--- src/rtl/core/slmc_pkg.sv ---
package slmc_pkg;

  // Frame and sample geometry.
  localparam int MAX_WIDTH   = 1024;
  localparam int MAX_HEIGHT  = 1024;
  localparam int SAMPLE_BITS = 16;
  localparam int COL_W       = $clog2(MAX_WIDTH);
  localparam int ROW_W       = $clog2(MAX_HEIGHT);
  localparam int SIZE_W      = 11;
  localparam int COUNT_W     = 21;

  // Configuration port.
  localparam int CFG_IDX_W  = 1;
  localparam int CFG_DATA_W = 11;
  localparam logic [CFG_IDX_W-1:0] REG_FRAME_WIDTH  = 1'd0;
  localparam logic [CFG_IDX_W-1:0] REG_FRAME_HEIGHT = 1'd1;

  // Queue between the front and the back.
  localparam int QUEUE_DEPTH = 4;
  localparam int QPTR_W      = $clog2(QUEUE_DEPTH);
  localparam int QCNT_W      = $clog2(QUEUE_DEPTH + 1);
  localparam int INC_W       = 3;

  // One queue entry: maxima found by one sample, and whether it closed the frame.
  typedef struct packed {
    logic [INC_W-1:0] inc;
    logic             last;
  } slmc_qent_t;

  typedef struct packed {
    logic              empty;
    logic [QCNT_W-1:0] count;
  } slmc_qstat_t;

endpackage

--- src/rtl/core/slmc_back.sv ---
module slmc_back import slmc_pkg::*; (
  input  logic               clk,
  input  logic               rst_n,
  input  logic               restart,
  input  slmc_qent_t         q_head,
  input  slmc_qstat_t        q_stat,
  output logic               q_pop,
  output logic               out_valid,
  input  logic               out_stall,
  output logic [COUNT_W-1:0] out_peak_count
);

  logic [COUNT_W-1:0] tally_r, tally_sum;
  logic               out_valid_r;
  logic [COUNT_W-1:0] out_count_r;

  assign tally_sum = tally_r + COUNT_W'(q_head.inc);
  // A frame-closing entry waits until the output register is free.
  assign q_pop = !q_stat.empty && (!q_head.last || !out_valid_r || !out_stall);

  always_ff @(posedge clk) begin
    if (!rst_n) begin
      tally_r     <= '0;
      out_valid_r <= 1'b0;
    end else begin
      if (restart) begin
        tally_r <= '0;
      end else if (q_pop) begin
        tally_r <= q_head.last ? '0 : tally_sum;
      end
      if (q_pop && q_head.last) begin
        out_valid_r <= 1'b1;
      end else if (!out_stall) begin
        out_valid_r <= 1'b0;
      end
    end
  end

  always_ff @(posedge clk) begin
    if (q_pop && q_head.last) begin
      out_count_r <= tally_sum;
    end
  end

  assign out_valid      = out_valid_r;
  assign out_peak_count = out_count_r;

endmodule

--- config.mk ---
export PLATFORM = sky130hd
export DESIGN_NAME = slmc_back
export DESIGN_NICKNAME = d
export VERILOG_FILES = /design/src/rtl/core/slmc_pkg.sv /design/src/rtl/core/slmc_back.sv
export SDC_FILE = /design/constraint.sdc
export NUM_CORES = 1
export LEC_CHECK = 0
export ABC_AREA = 1
export BUFFER_PORTS_ARGS = -buffer_cell sky130_fd_sc_hd__buf_2
export CAP_MARGIN = 10
export CORE_MARGIN = 2
export CORE_UTILIZATION = 45
export CTS_BUF_LIST = sky130_fd_sc_hd__clkbuf_16
export DETAILED_ROUTE_END_ITERATION = 10
export GPL_ROUTABILITY_DRIVEN = 0
export PLACE_DENSITY = 0.66
export SYNTH_ARGS = -nofsm -noshare
export SYNTH_HDL_FRONTEND = slang
export SYNTH_SLANG_ARGS = --single-unit
--- constraint.sdc ---
create_clock -name clk -period 3.1 [get_ports clk]
set_clock_uncertainty 0.15 [all_clocks]
set_input_delay 0.775 -clock clk [delete_from_list [all_inputs] [get_ports clk]]
set_output_delay 0.775 -clock clk [all_outputs]
set_load 0.02 [all_outputs]
==> metrics.yaml <==
setup_path:
  cp-start-kind: "input pin"
  cp_max_fo: 5
  end_kind: "register"
  critPathKind: "input pin to register"
  worstPathRequired_ps: 2990
  crit_chain: "buf_2 -> ha_1 -> inv_1 -> fa_1 -> inv_1 -> nand3_1 -> nand2_2 -> nand3_1 -> nor2_1 -> nand2_1 -> and2_1"
  path_buf_inv: 3
  cpLargestDelayFamily: "simple AND/OR/NAND/NOR gates"
  crit_arrival_ps: 2280
  rrSetupSlack_ps: 950
  max_stage_delay_ps: 410
  slowest_stage: "fa_1"
yosys:
  muxShareOfSynthArea_pct: 0
  synth_top_family_by_area: "simple AND/OR/NAND/NOR gates"
  seq_area_frac_synth_pct: 52.3
  ys_ff_latch: 43
  synth_xor_area_share_pct: 3.79
  synth_fp_nets: 260
  synth_fa_ha_area_share_pct: 2.81
  syn_area_sq_um: 2050
  syn_area_per_cell_sq_um: 8.39
  synthCells: 244
  synthSimpleGateAreaFrac_pct: 28.6
  yosysUniqueCellTypes: 26
  synth-compound-area-share_pct: 7.39
  ys.warnings.count: 0
timing:
  fmax_mhz: 418
  finalSetupViolCount: 0
  relSlewSlack_pct: 46.6
  finalCritPeriodShare_pct: 77.2
  hold_violations: 0
  tightest_slew_ps: 798
  rsz0062_at_grt: "no"
  final.min_clock_period_ps: 2390
  tns_ps: 0
  maxSlewViolCount: 0
die:
  num_rows: 24
  initial_utilization_pct: 46.7
  pin_count: 35
  core_area_sq_um: 4380
  die_x_um: 71.5
  dieHeight_um: 71.5
  die-area_sq_um: 5110
cells_and_area:
  antenna_cells: 0
  area_growth_pct: 18.1
  finalNetCount: 295
  fin_util_pct: 55.2
  final_layout_size_suffix_gt1_share_pct: 17.2
  num-fill-cells: 410
routing:
  antenna_left: 0
  top_layer: "met4"
  drt_iter0_markers: 133
  wl_met3_um: 193
  num_vias: 1626
  firstDrtPassIters: 4
  dr_wl_met2_um: 1760
  met1_length_um: 1870
  wirelength_um: 3900
  viasPerCell: 4.91
  drc_errors: 0
  wire_per_inst_um: 11.8
clock_network:
  cts_resized: 0
  cts_hold_buf: 0
  post_cts_buffers: 0
  root_buffer: "clkbuf_16"
  htreeDepth: 2
  insertion_delay_ps: 280
  numCtsBuffers: 5
  cts.clk_slew.worst_paths_ps: 60
  cts_tree: "done"
  clockBufferDepth: 2
  cts.sinks: 43
global_route:
  track_usage_pct: 16.7
  first_global_vias: 1463
  grt_pass1_wl_um: 6560
  grt.overflow.total: 0
  antenna_found_initial: 0
  grt_max_degree: 23
placement:
  hpwlAfterDp_um: 2670
  portBuffers: 31
run_status:
  status: "finished, final reports clean"
power_and_ir_drop:
  ir_worst_vdd_v: 0.000194
  power_leakage_nw: 0.922
  powerDensity_nw_per_um2: 519
flow_run:
  maxCapViolCount: 0
worst_hold_path:
  hold_class: "register to register"
## layout make-up
cell class,instances,area (sq um),share of cell area (%)
inverters,20,75.1,3.10
well taps,52,65.1,2.69
clock buffers,5,125,5.17
clock inverters,2,33.8,1.40
multi-input cells,175,872,36.0
repair buffers,34,178,7.34
flip-flops and latches,43,1070,44.3
## cell usage in the layout, fill, tap and decap left out, drive strengths merged
master / Yosys / layout
ha: 3 / 3
xor2: 4 / 4
o21bai: 3 / 3
nand2: 88 / 88
nor2: 21 / 21
buf: 4 / 34
nand3b: 2 / 2
clkbuf: 2 / 5
fa: 1 / 1
nand4: 5 / 5
nand3: 13 / 13
a21oi: 22 / 22
dfxtp: 22 / 22
o21ai: 3 / 3
inv: 20 / 21
edfxtp: 21 / 21
xnor2: 4 / 4
bufinv: 0 / 1
and2: 6 / 6
## path summary, 6_finish.rpt
check / from / end / cells after the start
max reg2reg: tally_r[0] / out_peak_count[18] / 10
max: q_head[1] / out_peak_count[18] / 11
min reg2reg: tally_r[2] / tally_r[2] / 2
min: tally_r[2] / tally_r[2] / 2
## flip-flops by register name (all words and copies together) (netlist names)
register        cells
out_peak_count     21
out_valid           1
tally_r            21
## synthesized netlist by cell type
master	count	area, sq um
a21oi_2	1	8.76
ha_1	3	37.5
nand2_2	1	6.26
inv_1	20	75.1
a21oi_1	21	105
nor2_2	2	12.5
dfxtp_1	22	440
xor2_1	4	35.0
xnor2_1	3	26.3
nor2_1	17	63.8
nand4_1	5	31.3
clkbuf_1	2	7.51
and2_1	6	37.5
nand2_1	87	327
fa_1	1	20.0
o21ai_1	1	5.00
xnor2_2	1	16.3
nand3b_1	2	15.0
buf_2	3	15.0
edfxtp_1	21	631
nand3_2	1	10.0
nand3_1	12	60.1
nor2_4	2	22.5
o21ai_0	2	10.0
buf_4	1	7.51
o21bai_1	3	22.5
## cells by family (layout without fill, tap and decap cells)
logic type	count (synthesis)	after routing
fa+ha+maj	4	4
compound gates	28	28
simple gates	135	135
buf+inv	26	61
flops	43	43
xor+xnor	8	8
## routing by layer
| metal | vias to the layer above | global-route usage, % |
|---|---|---|
| met4 | 0 | 8.18 |
| met5 | - | 0 |
| met2 | 39 | 26.6 |
| met3 | 7 | 3.38 |
| met1 | 719 | 21.6 |
| li1 | 861 | - |
## through the flow
stage,setup WS [ps],instance area (sq um),total power [W],hold slack [ps],std cells
3_5_place_dp,420,2260,0.000700,315,324
6_report,708,2420,0.00126,324,331
4_1_cts,709,2420,0.00127,324,331
2_1_floorplan,657,2050,0.000672,298,244
3_3_place_gp,430,2260,0.000699,306,324
5_1_grt,567,2420,0.00130,344,331
## power by group
| part | total, W | switching [W] | internal [W] |
|---|---|---|---|
| Sequential | 0.000612 | 0.00000295 | 0.000609 |
| Clock | 0.000570 | 0.000198 | 0.000372 |
| Combinational | 0.0000746 | 0.0000530 | 0.0000216 |
## tightest hold or removal path, stage by stage (launching register included)
cell	delay [ps]
dfxtp_1	310
nand2_1	60
a21oi_1	60
Power figures use the tool's default switching activity.
