### config.mk
export PLATFORM = sky130hd
export DESIGN_NAME = slmc_queue
export DESIGN_NICKNAME = d
export VERILOG_FILES = /design/src/rtl/core/slmc_pkg.sv /design/src/rtl/core/slmc_queue.sv
export SDC_FILE = /design/constraint.sdc
export NUM_CORES = 1
export LEC_CHECK = 0
export ABC_CLOCK_PERIOD_IN_PS = 1400
export BUFFER_PORTS_ARGS = -buffer_cell sky130_fd_sc_hd__buf_2
export CORE_MARGIN = 3
export CORE_UTILIZATION = 48
export CTS_CLUSTER_SIZE = 12
export DETAILED_ROUTE_END_ITERATION = 16
export GPL_ROUTABILITY_DRIVEN = 0
export HOLD_SLACK_MARGIN = 0.15
export PLACE_DENSITY_LB_ADDON = 0.08
export SETUP_SLACK_MARGIN = 0.3
export SKIP_LAST_GASP = 1
export SYNTH_ARGS = -nofsm -noshare
export SYNTH_HDL_FRONTEND = slang
export SYNTH_SLANG_ARGS = --single-unit
### constraint.sdc
create_clock -name clk -period 1.4 [get_ports clk]
set_input_delay 0.07 -clock clk [delete_from_list [all_inputs] [get_ports clk]]
set_output_delay 0.07 -clock clk [all_outputs]
set_load 0.1 [all_outputs]
### src/rtl/core/slmc_pkg.sv
package slmc_pkg;

  // Frame and sample geometry.
  localparam int MAX_WIDTH   = 1024;
  localparam int MAX_HEIGHT  = 1024;
  localparam int SAMPLE_BITS = 16;
  localparam int COL_W       = $clog2(MAX_WIDTH);
  localparam int ROW_W       = $clog2(MAX_HEIGHT);
  localparam int SIZE_W      = 11;
  localparam int COUNT_W     = 21;

  // Configuration port.
  localparam int CFG_IDX_W  = 1;
  localparam int CFG_DATA_W = 11;
  localparam logic [CFG_IDX_W-1:0] REG_FRAME_WIDTH  = 1'd0;
  localparam logic [CFG_IDX_W-1:0] REG_FRAME_HEIGHT = 1'd1;

  // Queue between the front and the back.
  localparam int QUEUE_DEPTH = 4;
  localparam int QPTR_W      = $clog2(QUEUE_DEPTH);
  localparam int QCNT_W      = $clog2(QUEUE_DEPTH + 1);
  localparam int INC_W       = 3;

  // One queue entry: maxima found by one sample, and whether it closed the frame.
  typedef struct packed {
    logic [INC_W-1:0] inc;
    logic             last;
  } slmc_qent_t;

  typedef struct packed {
    logic              empty;
    logic [QCNT_W-1:0] count;
  } slmc_qstat_t;

endpackage

### src/rtl/core/slmc_queue.sv
module slmc_queue import slmc_pkg::*; (
  input  logic        clk,
  input  logic        rst_n,
  input  logic        push,
  input  slmc_qent_t  push_ent,
  input  logic        pop,
  output slmc_qent_t  head,
  output slmc_qstat_t stat
);

  slmc_qent_t        ent_r [QUEUE_DEPTH];
  logic [QPTR_W-1:0] wr_ptr_r, rd_ptr_r;
  logic [QCNT_W-1:0] count_r, count_nxt;

  always_comb begin
    count_nxt = count_r;
    if (push && !pop) begin
      count_nxt = count_r + QCNT_W'(1);
    end else if (pop && !push) begin
      count_nxt = count_r - QCNT_W'(1);
    end
  end

  always_ff @(posedge clk) begin
    if (!rst_n) begin
      wr_ptr_r <= '0;
      rd_ptr_r <= '0;
      count_r  <= '0;
    end else begin
      if (push) begin
        wr_ptr_r <= wr_ptr_r + QPTR_W'(1);
      end
      if (pop) begin
        rd_ptr_r <= rd_ptr_r + QPTR_W'(1);
      end
      count_r <= count_nxt;
    end
  end

  always_ff @(posedge clk) begin
    if (push) begin
      ent_r[wr_ptr_r] <= push_ent;
    end
  end

  assign head       = ent_r[rd_ptr_r];
  assign stat.count = count_r;
  assign stat.empty = count_r == '0;

endmodule

==> results of run 1 <==
## path summary, 6_finish.rpt
path / startpoint / end / slack, ns
worst max register to register: count_r[0] / count_r[2] / 0.05
worst min register to register: count_r[2] / count_r[2] / 0.54
worst min-delay path: pop / register / 0.18
worst max-delay path: register / head[2] / -0.12
## power breakdown
part           switching [W]  internal (W)  leakage (nW)
logic               0.000429      0.000255         0.302
registers          0.0000451      0.000845         0.225
clock network       0.000205      0.000109        0.0139
## cell usage in the layout (no fill, tap or decap)
cell           instances
edfxtp_1              16
buf_6                  8
buf_2                  7
and2_1                 6
buf_4                  6
ha_1                   5
dlygate4sd3_1          5
inv_1                  4
mux4_2                 4
dfxtp_4                4
xor2_1                 3
dfxtp_1                3
clkbuf_4               3
and2_4                 2
xnor2_1                2
mux2i_1                2
nor2b_1                2
dfxtp_2                2
buf_12                 2
nor3_4                 1
and2_2                 1
nand2_1                1
o21ai_0                1
or3_1                  1
a21boi_1               1
fa_2                   1
clkinvlp_4             1
## routing by layer
metal | vias to the layer above | wire length [um]
met5 | - | 0
met1 | 272 | 666
li1 | 285 | -
met2 | 12 | 861
met4 | 0 | 18
met3 | 2 | 72
## worst max-delay path: cells and delay by family (launching register included)
family | cells | cell delay [ns]
flip-flops | 1 | 0.41
buffers and inverters | 1 | 0.20
multiplexers | 1 | 0.52
## flip-flops by register name (all words and copies together), names as in the netlist, named ones only
register	count
wr_ptr_r	2
count_r	3
ent_r	16
rd_ptr_r	2
## synth_stat cells, drive strengths merged
library cell,n
a21boi,1
and2,9
dfxtp,9
edfxtp,16
fa,1
ha,5
inv,4
mux2i,2
mux4,4
nand2,1
nor2b,2
nor3,1
o21ai,1
or3,1
xnor2,2
xor2,3
## logic make-up (layout without fill, tap and decap cells)
kind of cell    count (synthesis)  in the layout  share of synthesized area [%]
simple gates                   14             14                          8.250
buf+inv                         4             36                          1.477
compound gates                  2              2                          1.231
xor+xnor                        5              5                          4.311
fa+ha+maj                       6              6                          8.128
flops                          25             25                          65.02
mux                             6              6                          11.58
## timing repair
action | CTS | global route
hold endpoints to repair | 25 | 0
setup buffers | 2 | 3
resized for setup | 22 | 8
pin swaps | 2 | 2
hold buffers | 5 | 0
cloned | 0 | 0
endpoints found under the setup margin | 26 | 26
## per-stage QoR
stage	total power (W)	hold WS, ns	cells
2_1_floorplan	0.001354	0.1689	62
3_3_place_gp	0.001436	0.2853	107
3_5_place_dp	0.001445	0.2961	107
4_1_cts	0.001871	0.1697	118
5_1_grt	0.001977	0.1774	121
6_report	0.001889	0.1846	121
## layout make-up
cell class | count | area, sq um | area share [%]
Clock buffer | 3 | 22.52 | 1.644
Clock inverter | 1 | 7.507 | 0.5479
Inverter | 4 | 15.01 | 1.096
Multi-Input combinational cell | 33 | 352.8 | 25.75
Sequential cell | 25 | 678.2 | 49.50
Tap cell | 27 | 33.78 | 2.466
Timing Repair Buffer | 28 | 260.3 | 19.00
==> results.json, run 1 <==
{
  "met3_usage_pct": 3.152,
  "grt_use_total_pct": 14.02,
  "core_area_sq_um": 1982,
  "drcViolationCount": 0,
  "cts_tree": "done",
  "cts_buffers": 3,
  "crit_type": "register to output pin",
  "synth_area_sq_um": 1016,
  "period_share_pct": 108.6,
  "start_util_pct": 51.26,
  "worstHoldPathType": "input pin to register",
  "yosysTopAreaCell": "edfxtp_1",
  "min_path_cells": 4,
  "power_density_nw_per_um2": 1378,
  "vias": 571,
  "synth-warning-count": 0,
  "port_buffers": 15,
  "tightest_slew_ns": 0.2184,
  "status": "finished with violations",
  "synth.avg_cell_area_sq_um": 16.39,
  "critPathSlowestCell": "mux4_2",
  "final_util_pct": 69.13,
  "fin_ws_ns": -0.1204,
  "cts-root-buf": "clkbuf_4",
  "design_area_sq_um": 1370,
  "via_per_inst": 4.719,
  "clock_path_buffers": 2,
  "violations": "negative setup slack",
  "peakVddDrop_v": 0.001277,
  "start_kind": "register",
  "syn_nets": 76,
  "period_needed_ns": 1.520,
  "critPathArrivalTime_ns": 1.45,
  "fp.dieH_um": 52.01,
  "grt-busiest-layer": "met2",
  "met1_usage_pct": 17.05,
  "grt_max_degree": 16,
  "drv_slew": 0,
  "num_io_pins": 16,
  "place_ws_ns": -0.06486,
  "slew-limit-headroom_pct": 85.44,
  "drtPass1Iterations": 1,
  "overflow": 0,
  "synthToLayoutAreaGrowth_pct": 34.85,
  "totalWireLength_mm": 1.619,
  "setup_violations": 4,
  "hpwl_mm": 1.139,
  "nNetsFinal": 109,
  "ys_ff_latch": 25,
  "cp_slowest_stage_delay_ns": 0.52,
  "dpl-instance-area_sq_um": 1166,
  "clk_latency_ns": 0.31,
  "setup_tns_ns": -0.4238,
  "rr_worst_depth": 4,
  "maxCapViolCount": 0,
  "ys_types": 17,
  "diodes": 0,
  "synth.area.top_cells": "edfxtp_1 47%, dfxtp_1 18%, ha_1 6.2%",
  "cts_sinks": 25,
  "clkSlewWorstSetupHoldPaths_ns": 0.13,
  "grt_pass1_wl_mm": 2.628,
  "use_met2_pct": 22.80,
  "grt_setup_unrepaired": "true",
  "ant_nets": 0,
  "dieArea_sq_um": 2705,
  "post_route_cells_drive_above_1_share_pct": 44.68,
  "synth_seq_area_share_pct": 65.02,
  "fillers": 149,
  "std_cell_rows": 16,
  "die_x_um": 52.01,
  "synth_cells": 62,
  "drt_iter0_drc": 0,
  "p_leak_nw": 0.5404,
  "crit_chain": "mux4_2, buf_6",
  "cp-end-kind": "output pin",
  "finalClockSkew_ns": 0.002563,
  "grt_pass1_vias": 545,
  "hold_viol": 0,
  "antenna_found_initial": 0,
  "fmax_mhz": 657.7,
  "h-tree-depth": 1,
  "critPathMaxFanout": 4,
  "synth_top_area_share_pct": 47.29,
  "worstPathRequired_ns": 1.33,
  "post_drt_wl_per_cell_um": 13.38
}
Note: power is estimated with default switching activity, not from simulation.
==> inputs of run 2 (changes only) <==
Settings changed: CORE_UTILIZATION 48 to 44, CTS_CLUSTER_SIZE 12 to unset, RECOVER_POWER set to 50.
==> run 2 against run 1 <==
Effect of this change:
- the flow still finishes with violations (negative setup slack)
- non-clock buffer count is the same
- worst setup slack gained 0.012 ns
- maximum frequency rose by 0.79%
- sequential power about the same
- design area decreased by 1.1%
- global-route usage decreased by 0.95 points
- critical path depth stayed put
- routed wire length rose by 0.93%
- clock-buffer cell count is 1 higher
==> results.json, run 2 (synthesized netlist as in run 1, its figures left out) <==
{
  "hpwl_mm": 1.137,
  "max_flop_register": "ent_r",
  "vias": 568,
  "core_area_sq_um": 2062,
  "cp_slowest_stage_delay_ns": 0.52,
  "post_drt_wl_per_cell_um": 13.50,
  "clk_latency_ns": 0.31,
  "setup_violations": 4,
  "slew-limit-headroom_pct": 86.44,
  "worstReg2RegStart": "count_r[1]",
  "reg.largest.list": "ent_r: 16 flops, count_r: 3 flops",
  "worstHoldPathType": "input pin to register",
  "period_needed_ns": 1.509,
  "clock_path_buffers": 2,
  "path_delay_family": "multiplexers",
  "dpl-instance-area_sq_um": 1166,
  "grt_use_total_pct": 13.07,
  "std_cell_rows": 16,
  "grt_pass1_wl_mm": 2.608,
  "p_leak_nw": 0.5282,
  "layout_common_cells": "16 x edfxtp_1, 8 x buf_6, 6 x buf_4",
  "period_share_pct": 107.8,
  "grt_setup_unrepaired": "true",
  "finalClockSkew_ns": 0.001825,
  "min_path_cells": 4,
  "layout_commonest_cell": "edfxtp_1",
  "tightest_slew_ns": 0.2040,
  "diodes": 0,
  "fp.dieH_um": 54.05,
  "hold_viol": 0,
  "cts_tree": "done",
  "fmax_mhz": 662.9,
  "ant_nets": 0,
  "peakVddDrop_v": 0.0007695,
  "cts_buffers": 3,
  "start_util_pct": 49.27,
  "violations": "negative setup slack",
  "post_route_cells_drive_above_1_share_pct": 38.30,
  "totalWireLength_mm": 1.634,
  "cp-end-kind": "output pin",
  "die_x_um": 54.05,
  "antenna_found_initial": 0,
  "start_kind": "register",
  "drv_slew": 0,
  "port_buffers": 15,
  "synthToLayoutAreaGrowth_pct": 33.37,
  "cts_sinks": 25,
  "grt_max_degree": 14,
  "critPathSlowestCell": "mux4_2",
  "rr_worst_depth": 4,
  "design_area_sq_um": 1355,
  "crit_chain": "mux4_2, buf_6",
  "grt_pass1_vias": 539,
  "cts-root-buf": "clkbuf_4",
  "drtPass1Iterations": 4,
  "h-tree-depth": 1,
  "critPathArrivalTime_ns": 1.44,
  "worstPathRequired_ns": 1.33,
  "overflow": 0,
  "via_per_inst": 4.694,
  "reg2reg_to": "count_r[2]",
  "holdCritStartpoint": "pop",
  "fin_ws_ns": -0.1086,
  "largest_reg_flops": 16,
  "path_buf_inv": 1,
  "crit_type": "register to output pin",
  "power_density_nw_per_um2": 1393,
  "status": "finished with violations",
  "drt_iter0_drc": 3,
  "reg2reg_setup_slack_ns": 0.04,
  "drcViolationCount": 0,
  "critPathMaxFanout": 4,
  "clkSlewWorstSetupHoldPaths_ns": 0.13,
  "setup_tns_ns": -0.3923,
  "maxCapViolCount": 0,
  "dieArea_sq_um": 2921,
  "num_io_pins": 16,
  "nNetsFinal": 109
}
-- run 2: cell count changes in the layout (fill, tap and decap cells not counted) --
cell and change:
clkbuf_1 +5, clkinvlp_4 -1, and2_1 -3, and2_0 +2
dfxtp_4 -2, buf_2 -4, and2_2 +1, dfxtp_1 +2
-- run 2: worst max path at each step --
stage / from / endpoint / slack, ns / cells past startpoint
2_1_floorplan: count_r[1] / count_r[2] / -0.05 / 4
3_3_place_gp: pop / count_r[2] / -0.04 / 8
3_5_place_dp: pop / count_r[2] / -0.06 / 8
4_1_cts: register / head[3] / -0.13 / 2
5_1_grt: register / head[3] / -0.17 / 2
6_report: register / head[3] / -0.11 / 2
-- run 2: tightest hold or removal path, delay by kind of cell --
kind,cells,cell delay (ns)
xor gates and xnor gates,1,0.06
buffers and inverters,2,0.19
and+or+nand+nor,1,0.14
-- run 2: final cells by class --
type	count	area (sq um)
timing repair buffer	28	255.2
sequential	25	670.6
tap	27	33.78
fill	158	706.9
clock buffer	4	26.28
inverter	4	15.01
multi-input combinational	33	354.1
-- run 2: where the power goes --
group	total [W]	switching, W	internal [W]
Sequential	0.000890	0.0000463	0.000843
Clock	0.000312	0.000201	0.000111
Combinational	0.000687	0.000434	0.000252
Total	0.00189	0.000681	0.00121
-- run 2: what timing repair did --
item,CTS,global route
setup endpoints to repair,26,26
setup buffers,3,2
hold buffers,5,0
endpoints found under the hold margin,25,0
gates resized for setup,18,12
cloned,0,0
pin swaps,0,1
-- run 2: stage by stage --
| stage | std cells | hold slack [ns] | power, W | worst slack, ns | utilization (%) |
|---|---|---|---|---|---|
| finish | 121 | 0.1782 | 0.001888 | -0.1086 | 65.72 |
| CTS | 119 | 0.1726 | 0.001849 | -0.1252 | 63.83 |
| floorplan | 62 | 0.1689 | 0.001354 | -0.04717 | - |
| global placement | 107 | 0.2833 | 0.001442 | -0.03818 | 56.55 |
| detailed placement | 107 | 0.2925 | 0.001446 | -0.05851 | 56.55 |
| global route | 121 | 0.1784 | 0.001970 | -0.1655 | 65.72 |
-- run 2: layer usage --
metal,vias up,global-route usage (%),part of all wire (%)
li1,288,-,-
met1,262,17.14,43
met2,16,20.77,51
met3,2,2.493,4.7
met4,0,6.224,0.73
met5,-,0,0
